$ cat config.mk
export PLATFORM = sky130hd
export DESIGN_NAME = grc_front
export DESIGN_NICKNAME = d
export VERILOG_FILES = /design/src/hdl/grc_pkg.sv /design/src/hdl/grc_front.sv
export SDC_FILE = /design/constraint.sdc
export NUM_CORES = 2
export LEC_CHECK = 0
export ABC_AREA = 1
export BUFFER_PORTS_ARGS = -buffer_cell sky130_fd_sc_hd__buf_4
export CELL_PAD_IN_SITES_DETAIL_PLACEMENT = 1
export CELL_PAD_IN_SITES_GLOBAL_PLACEMENT = 1
export CORE_MARGIN = 2
export CORE_UTILIZATION = 49
export CTS_CLUSTER_DIAMETER = 80
export DETAILED_ROUTE_END_ITERATION = 7
export GPL_ROUTABILITY_DRIVEN = 0
export GPL_TIMING_DRIVEN = 0
export PLACE_DENSITY = 0.9
export RECOVER_POWER = 50
export SYNTH_ARGS = -nofsm -noshare
export SYNTH_HDL_FRONTEND = slang
export SYNTH_SLANG_ARGS = --single-unit
$ cat constraint.sdc
create_clock -name clock -period 16.21 [get_ports clock]
set_clock_uncertainty 0.15 [all_clocks]
set_input_delay 1.621 -clock clock [delete_from_list [all_inputs] [get_ports clock]]
set_output_delay 1.621 -clock clock [all_outputs]
set_load 0.02 [all_outputs]
$ cat src/hdl/grc_pkg.sv
// Shared types for the Givens rotation coefficient core.
// No dependencies.
package grc_pkg;

   typedef struct packed {
      logic neg_cos;
      logic neg_sin;
      logic b_zero;
   } grc_flags_type;

endpackage

$ cat src/hdl/grc_front.sv
// Front end: magnitudes, squares, sum and the initial residuals of both lanes.
// Depends on grc_pkg.
module grc_front #(
   parameter int W  = 32,
   parameter int F  = 30,
   parameter int RW = 2 * W + 2 * F + 6
) (
   input  logic                       clock,
   input  logic                       reset,
   input  logic                       in_valid,
   output logic                       in_ready,
   input  logic [W-1:0]               in_a,
   input  logic [W-1:0]               in_b,
   output logic                       out_valid,
   input  logic                       out_ready,
   output grc_pkg::grc_flags_type     out_flags,
   output logic signed [RW-1:0]       out_sum,
   output logic signed [RW-1:0]       out_r_cos,
   output logic signed [RW-1:0]       out_r_sin,
   output logic signed [RW-1:0]       out_p
);
   import grc_pkg::*;

   logic           v1_ff, v2_ff, v3_ff;
   logic           rdy1, rdy2, rdy3;
   logic [W-1:0]   ma_ff, mb_ff, ma_in, mb_in;
   logic           na_ff, nb_ff;
   logic [2*W-1:0] sa_ff, sb_ff;
   grc_flags_type  fl2_ff, fl2_in, fl3_ff;
   logic signed [RW-1:0] sum_ff, rc_ff, rs_ff, p_ff;
   logic signed [RW-1:0] sum_in, ta, tb;

   assign rdy3     = !v3_ff || out_ready;
   assign rdy2     = !v2_ff || rdy3;
   assign rdy1     = !v1_ff || rdy2;
   assign in_ready = rdy1;

   assign ma_in = in_a[W-1] ? (~in_a + W'(1)) : in_a;
   assign mb_in = in_b[W-1] ? (~in_b + W'(1)) : in_b;

   always_comb begin
      fl2_in.b_zero  = (mb_ff == '0);
      fl2_in.neg_cos = (na_ff != nb_ff) && (mb_ff > ma_ff);
      fl2_in.neg_sin = (na_ff != nb_ff) && !(mb_ff > ma_ff);
   end

   assign sum_in = RW'(sa_ff) + RW'(sb_ff);
   assign ta     = RW'(sa_ff) <<< (2 * F + 2);
   assign tb     = RW'(sb_ff) <<< (2 * F + 2);

   always_ff @(posedge clock) begin
      if (reset) begin
         v1_ff <= 1'b0;
         v2_ff <= 1'b0;
         v3_ff <= 1'b0;
      end else begin
         if (rdy1) v1_ff <= in_valid;
         if (rdy2) v2_ff <= v1_ff;
         if (rdy3) v3_ff <= v2_ff;
      end
   end

   always_ff @(posedge clock) begin
      if (rdy1) begin
         ma_ff <= ma_in;
         mb_ff <= mb_in;
         na_ff <= in_a[W-1];
         nb_ff <= in_b[W-1];
      end
      if (rdy2) begin
         sa_ff  <= (2*W)'(ma_ff) * (2*W)'(ma_ff);
         sb_ff  <= (2*W)'(mb_ff) * (2*W)'(mb_ff);
         fl2_ff <= fl2_in;
      end
      if (rdy3) begin
         sum_ff <= sum_in;
         rc_ff  <= ta - sum_in;
         rs_ff  <= tb - sum_in;
         p_ff   <= -sum_in;
         fl3_ff <= fl2_ff;
      end
   end

   assign out_valid = v3_ff;
   assign out_flags = fl3_ff;
   assign out_sum   = sum_ff;
   assign out_r_cos = rc_ff;
   assign out_r_sin = rs_ff;
   assign out_p     = p_ff;
endmodule

==> impl_metrics.json, run 1 <==
{
  "status": "aborted with a tool error",
  "stop_stage": "5_1_grt",
  "stop_error": "[ERROR GRT-0232] Routing congestion too high. Check the congestion heatmap in the GUI.",
  "preCtsSetupSlack_ns": 5.57,
  "synth_top_area_share_pct": 33.4,
  "fp.dieW_um": 446,
  "grt_overflow_total": 189,
  "postCtsSetupBuffers": 0,
  "cts_buffers": 66,
  "hold_buffers": 0,
  "clk_path_buf_depth": 3,
  "initial_core_util_pct": 49.2,
  "h-tree-depth": 3,
  "synth_seq_cells": 524,
  "cts.repair.resized": 0,
  "ys_types": 63,
  "synth_area_leaders": "fa_1 33%, edfxtp_1 16%, inv_1 13%",
  "dieHeight_um": 446,
  "pin_count": 593,
  "cts-root-buf": "clkbuf_16",
  "ys_seq_area_share_pct": 16.4,
  "synth_cells": 11900,
  "synth_edf_count": 521,
  "io_buffers": 527,
  "ys_dominant_reg_cell": "edfxtp_1",
  "grtUsageTotal_pct": 77.4,
  "synth.largest_area_cell": "fa_1",
  "syn_avg_cell_area_um2": 8.06,
  "syn-cell-area_mm2": 0.0956,
  "grt_max_degree": 106,
  "yosys_warnings": 0,
  "async_flop_share_pct": 0,
  "hpwl_um": 375000,
  "clock-sinks": 524,
  "grt_antenna_before_repair": 120,
  "rows": 162
}
## metrics by stage
stage | utilization, % | hold WS [ns] | cell area, um^2 | instances
CTS | 54.3 | 0.280 | 105000 | 15100
detailed placement | 53.1 | 0.265 | 103000 | 15000
global placement | 53.0 | 0.259 | 103000 | 15000
floorplan | - | 0.250 | 95800 | 11900
## synth_stat cells (all sizes together), types with 2 or more instances
library cell and number:
o2111ai 4, o211ai 8, clkbuf 224, and2 2
nor3 104, a21o 13, nor3b 3, a41oi 2
a31oi 48, a21oi 251, xor2 233, nor2 901
o21a 13, ha 694, clkinv 7, o31ai 5
o21ai 142, or2 10, xnor2 100, buf 225
a31o 10, nand3b 75, a21boi 8, nand4 155
edfxtp 521, nand3 297, a211oi 7, fa 1597
and3 4, o21bai 43, o221ai 3, nand2 2672
inv 3427, nor4 33, dfxtp 3
## layer usage
layer	overflow	GRT usage [%]
met5	4	64.6
met4	73	74.6
met3	22	72.4
met2	75	88.6
met1	15	73.4
## cells by family after synthesis
group	count (synthesis)	share of synthesized area [%]
buffers and inverters	3883	16.1
AND/OR/NAND/NOR	4259	18.5
adder cells (fa/ha/maj)	2291	42.5
XOR/XNOR	333	3.06
other	1	0.00392
multiplexers	1	0.0118
flip-flops	524	16.4
AO/OA/AOI/OAI	564	3.38
==> inputs of run 2 (changes only) <==
--- a/config.mk
+++ b/config.mk
@@ -7,15 +7,12 @@
 export LEC_CHECK = 0
 export ABC_AREA = 1
 export BUFFER_PORTS_ARGS = -buffer_cell sky130_fd_sc_hd__buf_4
-export CELL_PAD_IN_SITES_DETAIL_PLACEMENT = 1
-export CELL_PAD_IN_SITES_GLOBAL_PLACEMENT = 1
 export CORE_MARGIN = 2
-export CORE_UTILIZATION = 49
-export CTS_CLUSTER_DIAMETER = 80
+export CORE_UTILIZATION = 40
 export DETAILED_ROUTE_END_ITERATION = 7
 export GPL_ROUTABILITY_DRIVEN = 0
 export GPL_TIMING_DRIVEN = 0
-export PLACE_DENSITY = 0.9
+export PLACE_DENSITY_LB_ADDON = 0.15
 export RECOVER_POWER = 50
 export SYNTH_ARGS = -nofsm -noshare
 export SYNTH_HDL_FRONTEND = slang
==> impl_metrics.json, run 2 <==
{
  "slowest_stage": "clkbuf_1",
  "whs_ns": 0.283,
  "syn_avg_cell_area_um2": 8.06,
  "hold_viol": 0,
  "timing.rr.end": "sb_ff[56]$_DFFE_PP_",
  "grt_max_degree": 94,
  "largest_reg_flops": 127,
  "ant_nets": 0,
  "synth.largest_area_cell": "fa_1",
  "rsz0062_at_grt": "no",
  "cpMostUsedCell": "fa_1",
  "drv_cap": 7,
  "wl_per_cell_um": 24.1,
  "die_area_mm2": 0.243,
  "synth_seq_cells": 524,
  "rrSetupSlack_ns": 5.21,
  "wirelength_um": 380000,
  "hpwl_um": 319000,
  "drive_gt1_share_pct": 5.07,
  "hold_path_class": "register to register",
  "worst_ep_arrival_time_ns": 11.34,
  "violations": "design-rule violations, max-capacitance violations, max-slew violations",
  "fmaxAchievable_mhz": 90.9,
  "path_depth": 25,
  "path_buf_inv": 8,
  "maxSlewViolCount": 367,
  "rr_worst_depth": 25,
  "fp.dieW_um": 493,
  "hold_path_depth": 0,
  "syn_to_final_growth_pct": 9.55,
  "postCtsSetupBuffers": 0,
  "initial_core_util_pct": 40.2,
  "io_buffers": 527,
  "drt_iter0_drc": 8415,
  "pin_count": 593,
  "cpPeakStageDelay_ns": 1.09,
  "path_max_fanout": 10,
  "grtUsageTotal_pct": 31.1,
  "r2r_start": "mb_ff[14]$_DFFE_PP_",
  "cts.repair.resized": 0,
  "ys_seq_area_share_pct": 16.4,
  "grt_pass1_vias": 81200,
  "synth_cells": 11900,
  "maxSlewHeadroom_pct": -159,
  "worst_setup_path_end_kind": "register",
  "clk_path_buf_depth": 3,
  "cp_top_family": "adder cells",
  "synth_area_leaders": "fa_1 33%, edfxtp_1 16%, inv_1 13%",
  "min_to": "out_flags[0]$_DFFE_PP_",
  "critPathLaunchType": "register",
  "num_vias": 80300,
  "worstSetupPathType": "register to register",
  "clock-sinks": 524,
  "h-tree-depth": 2,
  "async_flop_share_pct": 0,
  "clk_latency_ns": 0.76,
  "synth.most_common_cell": "inv_1",
  "finalSetupViolations": 0,
  "period_minus_slack_ns": 11.00,
  "via_per_inst": 5.10,
  "cts.clk_slew.worst_paths_ns": 0.06,
  "final_common_cell": "inv_1",
  "dieHeight_um": 493,
  "first_pass_iters": 8,
  "rows": 179,
  "drc": 172,
  "yosys-top-cells-count": "3410 x inv_1, 2643 x nand2_1, 1597 x fa_1",
  "hold_buffers": 0,
  "grt_antenna_before_repair": 18,
  "crit_required_ns": 16.55,
  "period_share_pct": 67.9,
  "cts-root-buf": "clkbuf_16",
  "min-delay-start": "fl2_ff[0]$_DFFE_PP_",
  "fillCellCount": 24400,
  "grt_overflow_total": 0,
  "core_mm2": 0.238,
  "status": "finished, violations left",
  "layout_common_cells": "3411 x inv_1, 2654 x nand2_1, 1597 x fa_1",
  "layout.nets": 14900,
  "ys_types": 63,
  "synth_edf_count": 521,
  "yosys_warnings": 0,
  "ys_dominant_reg_cell": "edfxtp_1",
  "cts_buffers": 61,
  "syn-cell-area_mm2": 0.0956,
  "tritoncts": "yes",
  "worst_slew_pin_slew_ns": 3.89,
  "grt_pass1_wl_um": 546000,
  "synth_top_area_share_pct": 33.4
}
run 2: area by class of cell:
class	instances	area, um^2	share of cell area, %
Clock buffer	66	1550	1.48
Sequential cell	524	15700	15.0
Multi-Input combinational cell	7513	64700	61.8
Timing Repair Buffer	536	2860	2.73
Buffer	449	2470	2.35
Tap cell	3167	3960	3.78
Clock inverter	50	552	0.527
Inverter	3434	12900	12.3
Antenna cell	12	30.0	0.0287
run 2: logic make-up after synthesis:
family | Yosys count | share of synthesized area, %
simple gates | 4259 | 18.5
other cells | 1 | 0.00392
flops | 524 | 16.4
fa+ha+maj | 2291 | 42.5
xor+xnor | 333 | 3.06
mux | 1 | 0.0118
buf+inv | 3883 | 16.1
compound gates | 564 | 3.38
run 2: layer usage:
layer | vias to the layer above | part of all wire [%] | track usage [%]
met5 | - | 0.026 | 0
met2 | 4351 | 43 | 47.4
met3 | 967 | 11 | 7.85
li1 | 36000 | - | -
met1 | 39000 | 39 | 40.2
met4 | 14 | 7.3 | 17.8
run 2: worst max-delay path by stage:
stage / to / from
floorplan: in_ready / out_ready
global placement: in_ready / out_ready
detailed placement: sb_ff[54]$_DFFE_PP_ / mb_ff[14]$_DFFE_PP_
CTS: sb_ff[54]$_DFFE_PP_ / mb_ff[12]$_DFFE_PP_
global route: sb_ff[60]$_DFFE_PP_ / mb_ff[12]$_DFFE_PP_
finish: sb_ff[56]$_DFFE_PP_ / mb_ff[14]$_DFFE_PP_
run 2: metrics by stage:
stage	area [um^2]	std cells	setup slack [ns]	util, %	setup TNS, ns
after floorplan	95800	11900	3.75	-	0
after detailed placement	104000	15600	5.59	43.7	0
after CTS	106000	15700	5.57	44.6	0
final	105000	15800	5.21	44.0	0
after global routing	105000	15700	5.09	44.0	0
after global placement	104000	15600	-0.770	43.6	-34.43
run 2: worst register-to-register path, stage by stage, from the launching register on:
cell and delay [ns]:
edfxtp_1 1.00, clkbuf_1 1.11, clkbuf_1 0.98, nand2_1 0.26, fa_1 0.57, inv_1 0.06
fa_1 0.41, inv_1 0.14, fa_1 0.51, fa_1 0.54, inv_1 0.05, fa_1 0.53
fa_1 0.55, fa_1 0.56, inv_1 0.09, fa_1 0.72, inv_1 0.08, ha_1 0.38
nand2_1 0.11, nor2_1 0.15, inv_1 0.08, nor4_1 0.61, nand2_1 0.11, o211ai_1 0.49
a41oi_1 0.30, xnor2_1 0.20
Power of run 2 is not shown: default switching activity piles up to over one toggle a cycle in this logic, so the estimate is an artifact.
